===== src/rtl/ndefp_pkg.sv =====
// shared types and constants of the ndef record header parser
`default_nettype none

package ndefp_pkg;

	// long payload length form, big-endian byte count
	localparam int LONG_LEN_BYTES = 4;
	localparam int LEN_IDX_W      = 2;
	localparam logic [LEN_IDX_W-1:0] LEN_IDX_LAST = LEN_IDX_W'(LONG_LEN_BYTES - 1);

	// default depth of the queue between front and back
	localparam int QUEUE_DEPTH_DEF = 4;

	// header flag bit positions
	localparam int FLAG_MB = 7;
	localparam int FLAG_ME = 6;
	localparam int FLAG_SR = 4;
	localparam int FLAG_IL = 3;

	// stream widths
	localparam int IN_TDATA_W  = 8;
	localparam int IN_TUSER_W  = 1;
	localparam int OUT_TDATA_W = 104;
	localparam int OUT_TUSER_W = 4;

	// parse phase, also the section tag of a byte
	typedef enum logic [2:0] {
		PH_HEADER   = 3'd0,
		PH_TYPE_LEN = 3'd1,
		PH_PAY_LEN  = 3'd2,
		PH_ID_LEN   = 3'd3,
		PH_TYPE     = 3'd4,
		PH_ID       = 3'd5,
		PH_PAYLOAD  = 3'd6
	} phase_t;

	// classified input byte
	typedef struct packed {
		logic [7:0] data;
		logic       restart;
		logic       has_mark;
	} item_t;

	// queue status toward its neighbors
	typedef struct packed {
		logic full;
		logic empty;
	} fifo_stat_t;

	// one result item
	typedef struct packed {
		logic [7:0]  byte_out;
		logic [2:0]  section;
		logic        record_done;
		logic        status;
		logic [7:0]  header_flags;
		logic [7:0]  type_length;
		logic [7:0]  id_length;
		logic [31:0] payload_length;
		logic [32:0] record_len;
	} result_t;

endpackage

`default_nettype wire


===== src/rtl/ndefp_front.sv =====
// front stage: accepts stream bytes and marks header candidates
`default_nettype none

module ndefp_front (
	input  wire logic                              clk,
	input  wire logic                              arst_n,
	input  wire logic                              s_axis_tvalid,
	output logic                                   s_axis_tready,
	input  wire logic [ndefp_pkg::IN_TDATA_W-1:0]  s_axis_tdata,
	input  wire logic [ndefp_pkg::IN_TUSER_W-1:0]  s_axis_tuser,
	input  wire ndefp_pkg::fifo_stat_t             q_stat,
	output logic                                   q_push,
	output ndefp_pkg::item_t                       q_item
);
	import ndefp_pkg::*;

	logic  valid_s1;
	item_t item_s1;
	logic  accept;

	// hand the staged byte to the queue when it has room
	assign q_push        = valid_s1 && !q_stat.full;
	assign s_axis_tready = !valid_s1 || !q_stat.full;
	assign accept        = s_axis_tvalid && s_axis_tready;
	assign q_item        = item_s1;

	// stage valid
	always_ff @(posedge clk or negedge arst_n) begin
		if (!arst_n) begin
			valid_s1 <= 1'b0;
		end else if (accept) begin
			valid_s1 <= 1'b1;
		end else if (q_push) begin
			valid_s1 <= 1'b0;
		end
	end

	// capture and classify the byte
	always_ff @(posedge clk) begin
		if (accept) begin
			item_s1.data     <= s_axis_tdata[7:0];
			item_s1.restart  <= s_axis_tuser[0];
			item_s1.has_mark <= s_axis_tdata[FLAG_MB] | s_axis_tdata[FLAG_ME];
		end
	end

endmodule

`default_nettype wire


===== src/rtl/ndefp_fifo.sv =====
// short queue of classified bytes between front and back
`default_nettype none

module ndefp_fifo #(
	parameter int DEPTH = ndefp_pkg::QUEUE_DEPTH_DEF
) (
	input  wire logic              clk,
	input  wire logic              arst_n,
	input  wire logic              push,
	input  wire ndefp_pkg::item_t  push_item,
	input  wire logic              pop,
	output ndefp_pkg::item_t       pop_item,
	output ndefp_pkg::fifo_stat_t  stat
);
	import ndefp_pkg::*;

	localparam int PTR_W = (DEPTH > 1) ? $clog2(DEPTH) : 1;
	localparam int CNT_W = $clog2(DEPTH + 1);
	localparam logic [PTR_W-1:0] PTR_LAST = PTR_W'(DEPTH - 1);
	localparam logic [CNT_W-1:0] CNT_FULL = CNT_W'(DEPTH);

	item_t            entry_q [DEPTH];
	logic [PTR_W-1:0] wr_ptr_q;
	logic [PTR_W-1:0] rd_ptr_q;
	logic [CNT_W-1:0] count_q;

	assign stat.full  = (count_q == CNT_FULL);
	assign stat.empty = (count_q == '0);
	assign pop_item   = entry_q[rd_ptr_q];

	// pointers and fill count
	always_ff @(posedge clk or negedge arst_n) begin
		if (!arst_n) begin
			wr_ptr_q <= '0;
			rd_ptr_q <= '0;
			count_q  <= '0;
		end else begin
			if (push) begin
				wr_ptr_q <= (wr_ptr_q == PTR_LAST) ? '0 : wr_ptr_q + 1'b1;
			end
			if (pop) begin
				rd_ptr_q <= (rd_ptr_q == PTR_LAST) ? '0 : rd_ptr_q + 1'b1;
			end
			if (push && !pop) begin
				count_q <= count_q + 1'b1;
			end else if (pop && !push) begin
				count_q <= count_q - 1'b1;
			end
		end
	end

	// entry storage
	always_ff @(posedge clk) begin
		if (push) begin
			entry_q[wr_ptr_q] <= push_item;
		end
	end

endmodule

`default_nettype wire


===== src/rtl/ndefp_back.sv =====
// back stage: record parser state machine and result register
`default_nettype none

module ndefp_back (
	input  wire logic              clk,
	input  wire logic              arst_n,
	input  wire ndefp_pkg::item_t  q_item,
	input  wire ndefp_pkg::fifo_stat_t q_stat,
	output logic                   q_pop,
	output logic                   out_valid,
	input  wire logic              out_ready,
	output ndefp_pkg::result_t     out_result
);
	import ndefp_pkg::*;

	phase_t               phase_q, phase_d;
	logic [7:0]           hdr_q, hdr_d;
	logic [7:0]           tl_q, tl_d;
	logic [7:0]           id_q, id_d;
	logic [31:0]          pl_q, pl_d;
	logic [LEN_IDX_W-1:0] idx_q, idx_d;
	logic [31:0]          rem_q, rem_d;
	logic [32:0]          cnt_q, cnt_d;

	logic                 out_valid_q;
	result_t              result_q;

	logic                 hdr_byte;
	logic                 pay_end;
	logic                 adv_req;
	logic [2:0]           adv_from;
	logic [31:0]          rem_dec;
	logic                 done;
	logic                 not_found;
	logic [2:0]           section;
	logic [7:0]           b;

	// take a byte when the result register is free or being drained
	assign q_pop      = !q_stat.empty && (!out_valid_q || out_ready);
	assign out_valid  = out_valid_q;
	assign out_result = result_q;
	assign b          = q_item.data;

	// next parse state for the byte at the queue head
	always_comb begin
		phase_d   = phase_q;
		hdr_d     = hdr_q;
		tl_d      = tl_q;
		id_d      = id_q;
		pl_d      = pl_q;
		idx_d     = idx_q;
		rem_d     = rem_q;
		cnt_d     = cnt_q;
		pay_end   = 1'b0;
		adv_req   = 1'b0;
		adv_from  = PH_TYPE;
		rem_dec   = rem_q;
		done      = 1'b0;
		not_found = 1'b0;
		section   = PH_HEADER;
		hdr_byte  = q_item.restart || (phase_q == PH_HEADER) || (phase_q > PH_PAYLOAD);

		if (hdr_byte) begin
			if (!q_item.has_mark) begin
				not_found = 1'b1;
				phase_d   = PH_HEADER;
				cnt_d     = '0;
			end else begin
				hdr_d   = b;
				tl_d    = '0;
				id_d    = '0;
				pl_d    = '0;
				idx_d   = '0;
				rem_d   = '0;
				cnt_d   = 33'd1;
				phase_d = PH_TYPE_LEN;
			end
		end else begin
			section = phase_q;
			cnt_d   = cnt_q + 33'd1;
			unique case (phase_q)
				PH_TYPE_LEN: begin
					tl_d    = b;
					idx_d   = '0;
					pl_d    = '0;
					phase_d = PH_PAY_LEN;
				end
				PH_PAY_LEN: begin
					if (hdr_q[FLAG_SR]) begin
						pl_d    = {24'd0, b};
						pay_end = 1'b1;
					end else begin
						pl_d = {pl_q[23:0], b};
						if (idx_q >= LEN_IDX_LAST) begin
							idx_d   = '0;
							pay_end = 1'b1;
						end else begin
							idx_d = idx_q + 1'b1;
						end
					end
					if (pay_end) begin
						if (hdr_q[FLAG_IL]) begin
							phase_d = PH_ID_LEN;
						end else begin
							id_d     = '0;
							adv_req  = 1'b1;
							adv_from = PH_TYPE;
						end
					end
				end
				PH_ID_LEN: begin
					id_d     = b;
					adv_req  = 1'b1;
					adv_from = PH_TYPE;
				end
				PH_TYPE, PH_ID, PH_PAYLOAD: begin
					if (rem_q != '0) begin
						rem_dec = rem_q - 32'd1;
					end
					rem_d = rem_dec;
					if (rem_dec == '0) begin
						adv_req  = 1'b1;
						adv_from = phase_q + 3'd1;
					end
				end
				default: begin
					phase_d = PH_HEADER;
				end
			endcase
		end

		// enter the first non-empty body section, else close the record
		if (adv_req) begin
			priority if (adv_from <= PH_TYPE && tl_d != '0) begin
				phase_d = PH_TYPE;
				rem_d   = {24'd0, tl_d};
			end else if (adv_from <= PH_ID && id_d != '0) begin
				phase_d = PH_ID;
				rem_d   = {24'd0, id_d};
			end else if (adv_from <= PH_PAYLOAD && pl_d != '0) begin
				phase_d = PH_PAYLOAD;
				rem_d   = pl_d;
			end else begin
				phase_d = PH_HEADER;
				rem_d   = '0;
				done    = 1'b1;
			end
		end
	end

	// parse state
	always_ff @(posedge clk or negedge arst_n) begin
		if (!arst_n) begin
			phase_q <= PH_HEADER;
			hdr_q   <= '0;
			tl_q    <= '0;
			id_q    <= '0;
			pl_q    <= '0;
			idx_q   <= '0;
			rem_q   <= '0;
			cnt_q   <= '0;
		end else if (q_pop) begin
			phase_q <= phase_d;
			hdr_q   <= hdr_d;
			tl_q    <= tl_d;
			id_q    <= id_d;
			pl_q    <= pl_d;
			idx_q   <= idx_d;
			rem_q   <= rem_d;
			cnt_q   <= cnt_d;
		end
	end

	// result valid
	always_ff @(posedge clk or negedge arst_n) begin
		if (!arst_n) begin
			out_valid_q <= 1'b0;
		end else if (q_pop) begin
			out_valid_q <= 1'b1;
		end else if (out_ready) begin
			out_valid_q <= 1'b0;
		end
	end

	// result payload
	always_ff @(posedge clk) begin
		if (q_pop) begin
			result_q.byte_out       <= b;
			result_q.section        <= section;
			result_q.record_done    <= done;
			result_q.status         <= not_found;
			result_q.header_flags   <= hdr_d;
			result_q.type_length    <= tl_d;
			result_q.id_length      <= id_d;
			result_q.payload_length <= pl_d;
			result_q.record_len     <= not_found ? 33'd0 : cnt_d;
		end
	end

endmodule

`default_nettype wire


===== src/rtl/ndef_record_header_parser.sv =====
// ndef record header parser: an input byte passes the front stage register, the queue and the result register
// throughput one byte per cycle while the output is not stalled, set by the parse step in the back stage
// a queue of QUEUE_DEPTH bytes lets the input side run on while the output stalls
// reset (arst_n low) empties the pipeline and queue and returns the parser to header
// a byte without the MB or ME flag in header position reports status not found
`default_nettype none

module ndef_record_header_parser #(
	parameter int QUEUE_DEPTH = ndefp_pkg::QUEUE_DEPTH_DEF
) (
	input  wire logic                               clk,
	input  wire logic                               arst_n,
	input  wire logic                               s_axis_tvalid,
	output logic                                    s_axis_tready,
	// data_byte
	input  wire logic [ndefp_pkg::IN_TDATA_W-1:0]   s_axis_tdata,
	// restart
	input  wire logic [ndefp_pkg::IN_TUSER_W-1:0]   s_axis_tuser,
	output logic                                    m_axis_tvalid,
	input  wire logic                               m_axis_tready,
	// byte_out, header_flags, type_length, id_length, payload_length,
	// record_len, zero pad
	output logic [ndefp_pkg::OUT_TDATA_W-1:0]       m_axis_tdata,
	// section, status
	output logic [ndefp_pkg::OUT_TUSER_W-1:0]       m_axis_tuser,
	// record_done
	output logic                                    m_axis_tlast
);
	import ndefp_pkg::*;

	item_t      q_in_item;
	item_t      q_out_item;
	logic       q_push;
	logic       q_pop;
	fifo_stat_t q_stat;
	result_t    res;

	ndefp_front u_front (
		.clk          (clk),
		.arst_n       (arst_n),
		.s_axis_tvalid(s_axis_tvalid),
		.s_axis_tready(s_axis_tready),
		.s_axis_tdata (s_axis_tdata),
		.s_axis_tuser (s_axis_tuser),
		.q_stat       (q_stat),
		.q_push       (q_push),
		.q_item       (q_in_item)
	);

	ndefp_fifo #(
		.DEPTH(QUEUE_DEPTH)
	) u_fifo (
		.clk      (clk),
		.arst_n   (arst_n),
		.push     (q_push),
		.push_item(q_in_item),
		.pop      (q_pop),
		.pop_item (q_out_item),
		.stat     (q_stat)
	);

	ndefp_back u_back (
		.clk       (clk),
		.arst_n    (arst_n),
		.q_item    (q_out_item),
		.q_stat    (q_stat),
		.q_pop     (q_pop),
		.out_valid (m_axis_tvalid),
		.out_ready (m_axis_tready),
		.out_result(res)
	);

	// pack the result onto the output stream
	assign m_axis_tdata = {7'd0, res.record_len, res.payload_length, res.id_length,
		res.type_length, res.header_flags, res.byte_out};
	assign m_axis_tuser = {res.status, res.section};
	assign m_axis_tlast = res.record_done;

	// queue never written when full
	assert property (@(posedge clk) disable iff (!arst_n) !(q_push && q_stat.full))
		else $error("queue overflow");

	// queue never read when empty
	assert property (@(posedge clk) disable iff (!arst_n) !(q_pop && q_stat.empty))
		else $error("queue underflow");

	// a not found header never closes a record and carries no length
	assert property (@(posedge clk) disable iff (!arst_n)
		(m_axis_tvalid && res.status) |-> (!res.record_done && res.record_len == '0))
		else $error("not found result with record data");

	// a record closes only on a body or length byte
	assert property (@(posedge clk) disable iff (!arst_n)
		(m_axis_tvalid && res.record_done) |-> (res.section != PH_HEADER
			&& res.section != PH_TYPE_LEN && res.record_len > 33'd2))
		else $error("record closed on header or type length byte");

endmodule

`default_nettype wire

===== config.mk =====
export PLATFORM = sky130hd
export DESIGN_NAME = ndef_record_header_parser
export DESIGN_NICKNAME = d
export VERILOG_FILES = /design/src/rtl/ndefp_pkg.sv /design/src/rtl/ndefp_front.sv /design/src/rtl/ndefp_fifo.sv /design/src/rtl/ndefp_back.sv /design/src/rtl/ndef_record_header_parser.sv
export SDC_FILE = /design/constraint.sdc
export NUM_CORES = 1
export LEC_CHECK = 0
export BUFFER_PORTS_ARGS = -buffer_cell sky130_fd_sc_hd__clkbuf_2
export CORE_MARGIN = 3
export CORE_UTILIZATION = 50
export CTS_CLUSTER_SIZE = 24
export DETAILED_ROUTE_END_ITERATION = 10
export PLACE_DENSITY = 0.71
export SLEW_MARGIN = 20
export SYNTH_ARGS = -nofsm -noshare
export SYNTH_HDL_FRONTEND = slang
export SYNTH_HIERARCHICAL = 1
export SYNTH_SLANG_ARGS = --single-unit

===== constraint.sdc =====
create_clock -name clk -period 15.4 [get_ports clk]
set_clock_uncertainty 0.1 [all_clocks]
set_input_delay 1.54 -clock clk [delete_from_list [all_inputs] [get_ports clk]]
set_output_delay 1.54 -clock clk [all_outputs]
set_load 0.005 [all_outputs]

==> results by group <==
Logic synthesis
  – Proportion of synthesized chip area in sequential cells: 58.3%
  – Number of enable flip-flop cells after synthesis: 152
  – Leading post-synthesis cells by cell area: edfxtp_1 (34%), dfrtp_1 (25%), a22o_1 (5.3%), nand2_1 (4.0%), o21ai_0 (2.4%)
  – Count of yosys warnings during synthesis: 6
  – Number of distinct library cells after synthesis: 79
  – Async set-reset flop share out of synthesis: 47.0%
  – Number of instances in the synthesized netlist: 1,181
  – Flop and latch count out of synthesis: 287
  – Mean instance size in the synthesized netlist: 11.5 um2
  – Synthesized cell area: 13,600 um2
  – Top cell type's share of synthesized area: 33.5%
  – Top_reg_cell synth: edfxtp_1
  – Yosys top cell by area: edfxtp_1

Clock network
  – Count of clock tree sinks: 287
  – Worst skew pair latency: 0.56 ns
  – Worst-case clock buffer depth: 3
  – Htree depth: 1
  – Quantity of gates resized following cts: 0
  – Clock tree from TritonCTS: built
  – Clock-pin slew reported for the worst setup and hold paths after clock tree synthesis: 0.06 ns
  – Buffer cell driving the clock tree root: clkbuf_16
  – Cts-stage hold buffer count: 0
  – Cts bufs inserted: 29
  – Setup Buffers After CTS: 0

Die
  – Die footprint: 29,300 um2
  – Number of rows created at floorplan: 59
  – Area inside the core boundary: 26,400 um2
  – Vertical die dimension: 171 um
  – Count of pins on the block boundary: 124
  – Effective utilization at floorplan: 51.6%
  – Horizontal extent of the die: 171 um

Global routing
  – Via count of the first global-routing pass: 9,527
  – Global-route wire length before repair: 52.9 mm
  – Met1 track utilization from global routing: 31.6%
  – Remaining Overflow, GRT: 0
  – Initial antenna violation count: 0
  – Global Route met3 Usage: 3.88%
  – Largest net degree at the start of global routing: 93
  – GRT Util Overall: 22.7%
  – Met2 demand-to-capacity share in global routing: 35.9%
  – Most Used Layer, Global Route: met2

Critical path
  – Required time of the worst setup path: 15.73 ns
  – CP arrival: 5.49 ns
  – CP Max Fanout: 34
  – Kind of end point of the critical path: flip-flop
  – Startpoint type of the worst setup path: flip-flop
  – Critical Setup Path Class: reg2reg

Placed design
  – Number of buffers inserted by port buffering: 116
  – Dpl ws: 10.06 ns
  – Final RePlAce weighted congestion: 0.969
  – Detailed placement HPWL: 22.9 mm

Flow run
  – Max-Cap Viols: 0

Timing
  – Slew margin rel.: 27.5%
  – Final worst setup slack: 10.24 ns
  – Post-route minimum period: 5.16 ns
  – Part of the cycle the worst path needs: 33.5%
  – Unrepaired setup endpoints after global routing: false
  – Hold violation total from the final report: 0
  – Slew at the pin with the worst max-slew slack: 1.08 ns
  – # setup viols final: 0
  – Final number of max-transition violations: 0
  – Fin Setup TNS: 0 ns
  – Fmax: 194 MHz

Route
  – Total iterations of the first detailed-routing run: 5
  – Residual antenna-violating net count after detailed routing: 0
  – Vias per cell: 6.15
  – Sum of routed wire length over all layers: 33.4 mm
  – Remaining routing DRC violations: 0
  – Number of violations reported at the end of detailed-routing iteration 0: 924
  – Wire length per cell: 20.5 um
  – Vias: 10.0k

Outcome
  – Outcome: complete, no violations

Min path
  – Path class of the lowest-slack min-delay path: reg2reg

Layout
  – Share of cells above drive strength 1: 18.0%
  – Net count of the finished layout: 1,295
  – Antenna Diode Count: 0
  – P&R area growth vs syn: 12.7%

Power
  – Total leakage power: 6.48 nW
  – Maximum vdd ir drop: 0.148 mV
  – Power density over the cells: 220 nW/um2
power by group:
| part | leakage (nW) | internal, mW | switching [mW] |
|---|---|---|---|
| Combinational | 2.67 | 0.507 | 0.975 |
| Clock | 0.471 | 0.400 | 0.288 |
| Sequential | 3.33 | 1.04 | 0.166 |
| Total | 6.48 | 1.95 | 1.43 |
layout by cell type (no fill, tap or decap), types with 25 or more instances in the layout:
cell | netlist | layout
edfxtp_1 | 152 | 152
nand2_1 | 146 | 146
dfrtp_1 | 135 | 135
clkbuf_2 | 1 | 115
a22o_1 | 83 | 83
nor2_1 | 81 | 80
o21ai_0 | 64 | 64
inv_1 | 35 | 35
clkbuf_16 | 0 | 30
a21oi_1 | 27 | 27
a22oi_1 | 25 | 25
nand3_1 | 25 | 25
worst paths after layout:
| check | from | end | slack, ns | cells after the start |
|---|---|---|---|---|
| max | u_back/rem_q[0]$_DFFE_PN0P_ | u_back/rem_q[24]$_DFFE_PN0P_ | 10.24 | 13 |
| min | u_back/hdr_q[7]$_DFFE_PN0P_ | u_back/hdr_q[7]$_DFFE_PN0P_ | 0.37 | 2 |
| max reg2reg | u_back/rem_q[0]$_DFFE_PN0P_ | u_back/rem_q[24]$_DFFE_PN0P_ | 10.24 | 13 |
| min reg2reg | u_back/hdr_q[7]$_DFFE_PN0P_ | u_back/hdr_q[7]$_DFFE_PN0P_ | 0.37 | 2 |
| max in group asynchronous | arst_n | u_fifo/rd_ptr_q[1]$_DFFE_PN0P_ | 13.12 | 2 |
| min in group asynchronous | arst_n | u_back/pl_q[21]$_DFFE_PN0P_ | 0.98 | 1 |
worst max-delay path: stages (launching register included):
cell and delay [ns]:
dfrtp_1 0.48, inv_1 0.14, ha_1 0.27, nor3b_2 0.56, nand4_2 0.32, nor3_2 0.25, buf_4 0.25, or4_1 0.19
nand4_1 0.15, nor4_4 0.71, a31o_2 0.71, nor2_1 0.34, and3_1 0.29, a221o_1 0.27
layer usage:
metal / routed length (um) / share of wire, % / up-vias
li1: - / - / 4625
met1: 13900 / 42 / 4874
met2: 15700 / 47 / 401
met3: 2280 / 6.8 / 101
met4: 1450 / 4.3 / 0
met5: 0 / 0 / -
cells by family (layout without fill, tap and decap cells):
group | count (synthesis) | in the layout | synth area share (%)
multiplexers | 23 | 23 | 2.77
flip-flops | 287 | 287 | 58.3
other | 1 | 7 | 0.0275
buffers and inverters | 114 | 217 | 3.73
XOR/XNOR | 32 | 32 | 2.06
adder cells (fa/ha/maj) | 15 | 15 | 1.43
AND/OR/NAND/NOR | 412 | 412 | 15.7
AO/OA/AOI/OAI | 297 | 297 | 16.0
area by class of cell:
| cell class | count | area (um2) |
|---|---|---|
| Timing Repair Buffer | 127 | 669 |
| Clock buffer | 47 | 898 |
| Fill cell | 2175 | 11100 |
| Clock inverter | 7 | 60.1 |
| Sequential cell | 287 | 7940 |
| Multi-Input combinational cell | 786 | 5230 |
| Inverter | 36 | 140 |
| Tap cell | 335 | 419 |
flip-flops by register name, summed over array words and instances (netlist names):
register / flops
u_back/tl_q: 8
u_front/q_item: 10
u_back/hdr_q: 8
u_fifo/rd_ptr_q: 2
u_fifo/count_q: 3
u_front/valid_s1: 1
u_back/rem_q: 32
u_back/id_q: 8
u_back/out_result: 102
u_back/pl_q: 32
u_back/cnt_q: 33
u_back/phase_q: 3
u_fifo/wr_ptr_q: 2
u_back/idx_q: 2
u_fifo/entry_q: 40
u_back/out_valid: 1
metrics by stage:
step / utilization [%] / hold slack, ns / power, mW / cells / cell area [um2]
floorplan: - / 0.340 / 2.24 / 1187 / 13600
global placement: 54.5 / 0.351 / 2.66 / 1571 / 14400
detailed placement: 54.5 / 0.358 / 2.67 / 1571 / 14400
CTS: 58.1 / 0.374 / 3.38 / 1625 / 15400
global route: 58.1 / 0.404 / 3.59 / 1625 / 15400
finish: 58.1 / 0.375 / 3.38 / 1625 / 15400
cell usage after synthesis (13+ instances only):
master and n:
a21oi_1 27, a221o_1 15, a22o_1 83, a22oi_1 25, and2_1 13, and3_1 18, clkbuf_1 46, dfrtp_1 135
edfxtp_1 152, ha_1 14, inv_1 35, nand2_1 146, nand3_1 25, nor2_1 81, nor3_1 25, nor4_1 23
o21ai_0 64, xnor2_1 16, xor2_1 16
No activity file was read; power rests on OpenSTA's default activity.
